==> config.mk <==
export PLATFORM = sky130hd
export DESIGN_NAME = hte_ram
export DESIGN_NICKNAME = d
export VERILOG_FILES = /design/src/design/hte_ram.sv
export SDC_FILE = /design/constraint.sdc
export NUM_CORES = 2
export LEC_CHECK = 0
export BUFFER_PORTS_ARGS = -buffer_cell sky130_fd_sc_hd__buf_2
export CORE_UTILIZATION = 60
export CTS_BUF_LIST = sky130_fd_sc_hd__clkbuf_4 sky130_fd_sc_hd__clkbuf_8
export CTS_CLUSTER_SIZE = 25
export DETAILED_ROUTE_END_ITERATION = 7
export PLACE_DENSITY_LB_ADDON = 0.08
export SLEW_MARGIN = 20
export SYNTH_ARGS = -nofsm -noshare
export SYNTH_HDL_FRONTEND = slang
export SYNTH_SLANG_ARGS = --single-unit
==> constraint.sdc <==
create_clock -name clk -period 2.72 [get_ports clk]
set_clock_uncertainty 0.05 [all_clocks]
set_input_delay 0.272 -clock clk [delete_from_list [all_inputs] [get_ports clk]]
set_output_delay 0.272 -clock clk [all_outputs]
set_load 0.03 [all_outputs]
==> src/design/hte_ram.sv <==
// Generic single write port, single read port RAM with registered read data.
module hte_ram #(
  parameter int WIDTH = 8,
  parameter int DEPTH = 256
) (
  input  logic                     clk,
  input  logic                     we,
  input  logic [$clog2(DEPTH)-1:0] waddr,
  input  logic [WIDTH-1:0]         wdata,
  input  logic [$clog2(DEPTH)-1:0] raddr,
  output logic [WIDTH-1:0]         rdata
);

  logic [WIDTH-1:0] mem [0:DEPTH-1];

  // Write and registered read.
  always_ff @(posedge clk) begin
    if (we) begin
      mem[waddr] <= wdata;
    end
    rdata <= mem[raddr];
  end

endmodule

==> impl_results.html <==
<table>
<tr><th>Metric</th><th>Value</th></tr>
<tr><th colspan="2">Yosys</th></tr>
<tr><td>Average cell area after synthesis</td><td>21.3 sq um</td></tr>
<tr><td>Share of flip-flops with an asynchronous set or reset after synthesis</td><td>0%</td></tr>
<tr><td>Post-synthesis share of cell area spent on xor and xnor gates</td><td>0%</td></tr>
<tr><td>Dominant combinational cell family by area after synthesis</td><td>multiplexers</td></tr>
<tr><td>Arithmetic-cell share of the synthesized area counting full adders, half adders and majority gates</td><td>0%</td></tr>
<tr><td>Simple-Gate Fraction of Synth Area</td><td>2.63%</td></tr>
<tr><td>Synthesized-area fraction occupied by ao, oa, aoi and oai cells</td><td>3.42%</td></tr>
<tr><td>Share of cell area taken by muxes after synthesis</td><td>14.6%</td></tr>
<tr><td>Number of register bits inferred by synthesis</td><td>2056</td></tr>
<tr><td>Number of nets produced by synthesis</td><td>3759</td></tr>
<tr><td>Post-synth EDFFs</td><td>2048</td></tr>
<tr><td>Area of the mapped netlist</td><td>79600 sq um</td></tr>
<tr><td>Gate Count Post-Synth</td><td>3733</td></tr>
<tr><td>Count of distinct cell types in the synthesized netlist</td><td>55</td></tr>
<tr><td>Top_reg_cell synth</td><td>sky130_fd_sc_hd__edfxtp_1</td></tr>
<tr><td>Count of yosys warnings during synthesis</td><td>0</td></tr>
<tr><td>Sequential-to-total area share from yosys stat</td><td>77.5%</td></tr>
<tr><th colspan="2">Timing</th></tr>
<tr><td>Count of final hold-check violations</td><td>0</td></tr>
<tr><td>Setup violations, final</td><td>0</td></tr>
<tr><td>Final slew viol count</td><td>0</td></tr>
<tr><td>Max-slew headroom at the worst pin</td><td>22.2%</td></tr>
<tr><td>Unrepaired setup endpoints after global routing</td><td>no</td></tr>
<tr><td>Achievable Freq</td><td>369 MHz</td></tr>
<tr><td>Final min period</td><td>2.71 ns</td></tr>
<tr><td>Worst slew pin tran</td><td>1.17 ns</td></tr>
<tr><td>Period utilisation layout</td><td>99.6%</td></tr>
<tr><th colspan="2">Place</th></tr>
<tr><td>Routability congestion estimate</td><td>0.916</td></tr>
<tr><td>Sum of net half-perimeters after detailed placement</td><td>129000 microns</td></tr>
<tr><td>Placed standard-cell area</td><td>86300 sq um</td></tr>
<tr><td>Total of buffers placed on input and output ports</td><td>33</td></tr>
<tr><th colspan="2">Die</th></tr>
<tr><td>Placeable Area</td><td>131000 sq um</td></tr>
<tr><td>Die Footprint</td><td>134000 sq um</td></tr>
<tr><td>Row count</td><td>133</td></tr>
<tr><td>Chip height</td><td>366 microns</td></tr>
<tr><td>Die W</td><td>366 microns</td></tr>
<tr><td>Top-Level Pins</td><td>34</td></tr>
<tr><td>Initial standard-cell utilization of the core</td><td>60.5%</td></tr>
<tr><th colspan="2">Worst setup path</th></tr>
<tr><td>Register-to-register path setup slack</td><td>0.01 ns</td></tr>
<tr><td>Critical path peak fanout</td><td>1</td></tr>
<tr><td>Element type at the critical path start</td><td>flip-flop</td></tr>
<tr><td>Worst Setup Path Type</td><td>flip-flop to flip-flop</td></tr>
<tr><td>Arrival time of the worst setup path</td><td>3.53 ns</td></tr>
<tr><td>Crit path required time</td><td>3.54 ns</td></tr>
<tr><td>Launching point of the worst reg2reg path</td><td>mem[211][3]</td></tr>
<tr><td>FF-to-FF path depth</td><td>8</td></tr>
<tr><td>Crit path capture type</td><td>flip-flop</td></tr>
<tr><td>Worst flop-to-flop path endpoint</td><td>rdata[3]</td></tr>
<tr><th colspan="2">Drt</th></tr>
<tr><td>Wire length per cell</td><td>30.6 microns</td></tr>
<tr><td>DRC</td><td>0</td></tr>
<tr><td>Iter 0 DRT Violations</td><td>4858</td></tr>
<tr><td>Detailed Route WL</td><td>199000 microns</td></tr>
<tr><td>Count of nets left with antenna violations after detail routing</td><td>0</td></tr>
<tr><td>Routed via count divided by cell count</td><td>6.41</td></tr>
<tr><td>Number of optimization iterations in the first detailed-route pass</td><td>6</td></tr>
<tr><td>Detailed-route via count</td><td>41700</td></tr>
<tr><th colspan="2">Pwr</th></tr>
<tr><td>Clock network power share</td><td>39.9%</td></tr>
<tr><td>Power share of the combinational group</td><td>5.7%</td></tr>
<tr><td>Power dissipated by switching net loads</td><td>13800 uW</td></tr>
<tr><td>Register share of total power</td><td>54.4%</td></tr>
<tr><td>Cell leakage power</td><td>0.0304 uW</td></tr>
<tr><td>Maximum VDD drop</td><td>0.520 mV</td></tr>
<tr><td>Total power draw</td><td>64300 uW</td></tr>
<tr><td>Power Internal</td><td>50500 uW</td></tr>
<tr><td>Power density over the cells</td><td>693 nW/um^2</td></tr>
<tr><td>Switching share of total power</td><td>21.5%</td></tr>
<tr><th colspan="2">GRT</th></tr>
<tr><td>Antenna violations before repair</td><td>15</td></tr>
<tr><td>Largest net degree at the start of global routing</td><td>156</td></tr>
<tr><td>Leftover overflow at the end of global routing</td><td>0</td></tr>
<tr><td>Wire length of the first global-routing pass</td><td>289000 microns</td></tr>
<tr><td>Tot GR Track Use</td><td>30.2%</td></tr>
<tr><td>Vias in the first global route</td><td>42700</td></tr>
<tr><th colspan="2">Finish</th></tr>
<tr><td>Final standard cell area without fillers</td><td>92900 sq um</td></tr>
<tr><td>Ratio of cells with drive above 1 in the final layout</td><td>34.5%</td></tr>
<tr><td>Most common library cell in the layout ignoring fill and taps</td><td>sky130_fd_sc_hd__edfxtp_1</td></tr>
<tr><td>Layout overhead on the synthesized area</td><td>16.8%</td></tr>
<tr><td>Commonest cells after routing, fill and taps aside</td><td>2048 x sky130_fd_sc_hd__edfxtp_1, 561 x sky130_fd_sc_hd__buf_4, 454 x sky130_fd_sc_hd__mux4_2, 356 x sky130_fd_sc_hd__clkbuf_8, 279 x sky130_fd_sc_hd__nor2_1</td></tr>
<tr><td>Post-layout nets</td><td>4551</td></tr>
<tr><th colspan="2">Status</th></tr>
<tr><td>Status</td><td>finished clean</td></tr>
<tr><th colspan="2">Min path</th></tr>
<tr><td>Tightest Hold Check Type</td><td>input port to flip-flop</td></tr>
<tr><td>Depth of the worst hold-timing path</td><td>6</td></tr>
<tr><td>WHS Endpoint</td><td>rdata[6]</td></tr>
<tr><td>Beginning of the worst hold path</td><td>raddr[5]</td></tr>
<tr><th colspan="2">Run</th></tr>
<tr><td>Number of maximum-capacitance constraint violations</td><td>0</td></tr>
<tr><th colspan="2">Clock network</th></tr>
<tr><td>Clock tree from TritonCTS</td><td>built</td></tr>
<tr><td>H-tree levels</td><td>5</td></tr>
<tr><td>Number of buffers inserted by post-CTS setup repair</td><td>0</td></tr>
<tr><td>Total CTS buffers</td><td>333</td></tr>
<tr><td>Sink count of the clock tree</td><td>2056</td></tr>
<tr><td>Cell chosen for the clock root</td><td>sky130_fd_sc_hd__clkbuf_8</td></tr>
<tr><td>Clock-pin transition on the worst setup and hold timing paths</td><td>0.06 ns</td></tr>
<tr><td>Source-to-sink clock delay at the later pin of the worst-skew pair</td><td>1.01 ns</td></tr>
<tr><td>Maximum root-to-sink buffer count</td><td>4</td></tr>
</table>
## Yosys cell counts (all sizes together) (16+ instances only)
master | count | area share [%]
o22ai | 28 | 0.22
o221ai | 47 | 0.53
mux4 | 456 | 13
a22oi | 133 | 1.3
a21oi | 96 | 0.60
nor3 | 22 | 0.14
nand2 | 33 | 0.16
a211oi | 16 | 0.15
nand3 | 34 | 0.21
buf | 122 | 1.3
nor2 | 282 | 1.3
edfxtp | 2048 | 77
mux2i | 134 | 1.7
nor2b | 31 | 0.24
clkbuf | 111 | 0.52
nor4 | 27 | 0.24
## layer usage
metal	GRT usage [%]	up-vias	part of all wire [%]
met5	0	-	0.042
met1	41.7	21600	38
li1	-	17300	-
met4	11.5	12	3.6
met3	7.69	426	11
met2	47.2	2341	48
## kinds of logic after synthesis
group                  count (synthesis)
buffers and inverters                235
DFF                                 2056
AOI/OAI and AO/OA                    385
muxes                                591
and+or+nand+nor                      466
## through the flow
step | setup TNS [ns] | cells | setup slack [ns] | util, % | hold slack [ns]
2_1_floorplan | 0 | 3733 | 0.460 | - | 0.321
3_3_place_gp | -6.32 | 5921 | -1.30 | 65.6 | 0.471
3_5_place_dp | -4.13 | 5924 | -0.859 | 65.7 | 0.475
4_1_cts | 0 | 6507 | 0.0370 | 70.7 | 0.153
5_1_grt | 0 | 6509 | 0.00651 | 70.7 | 0.195
6_report | 0 | 6511 | 0.0100 | 70.7 | 0.249
## worst max-delay path: stages (launching register included)
cell and delay [ns]:
sky130_fd_sc_hd__edfxtp_1 0.35, sky130_fd_sc_hd__mux4_2 0.49, sky130_fd_sc_hd__a22o_1 0.26, sky130_fd_sc_hd__a221oi_1 0.24, sky130_fd_sc_hd__buf_4 0.22, sky130_fd_sc_hd__o32ai_1 0.10
sky130_fd_sc_hd__nor3_1 0.59, sky130_fd_sc_hd__buf_4 0.25, sky130_fd_sc_hd__nor4_1 0.06
## worst max path at each step
stage                start  endpoint  slack (ns)  depth (start not counted)
2_1_floorplan     raddr[0]  rdata[2]        0.46                          9
3_3_place_gp      raddr[0]  rdata[0]       -1.30                          9
3_5_place_dp      raddr[0]  rdata[6]       -0.86                         10
4_1_cts        mem[161][0]  rdata[0]        0.04                          8
5_1_grt        mem[210][5]  rdata[5]       0.007                          8
6_report       mem[211][3]  rdata[3]        0.01                          8
## final cells by class
type / instances / area [sq um]
Sequential cell: 2056 / 61700
Fill cell: 7923 / 38600
Multi-Input combinational cell: 1442 / 16500
Timing Repair Buffer: 690 / 6190
Clock buffer: 439 / 5470
Tap cell: 1755 / 2200
Clock inverter: 123 / 843
Antenna cell: 4 / 10.0
Inverter: 2 / 7.51
## repair_timing
| action | 4_1_cts | 5_1_grt |
|---|---|---|
| resized for setup | 2 | 1 |
| hold endpoints to repair | 1253 | 0 |
| pin swaps | 0 | 0 |
| endpoints found under the setup margin | 2 | 1 |
| hold buffers | 21 | 0 |
## state kept, by name, indices dropped and copies added (netlist names)
name   cells
rdata      8
mem     2048
## power by group through the flow
stage	clock, uW	combinational, uW	sequential (uW)
finish	25700	3670	35000
global route	27400	3840	35000
CTS	26100	3670	35000
detailed placement	0	3630	35600
global placement	0	3540	35600
floorplan	0	1700	35700
No activity file was read; power rests on OpenSTA's default activity.
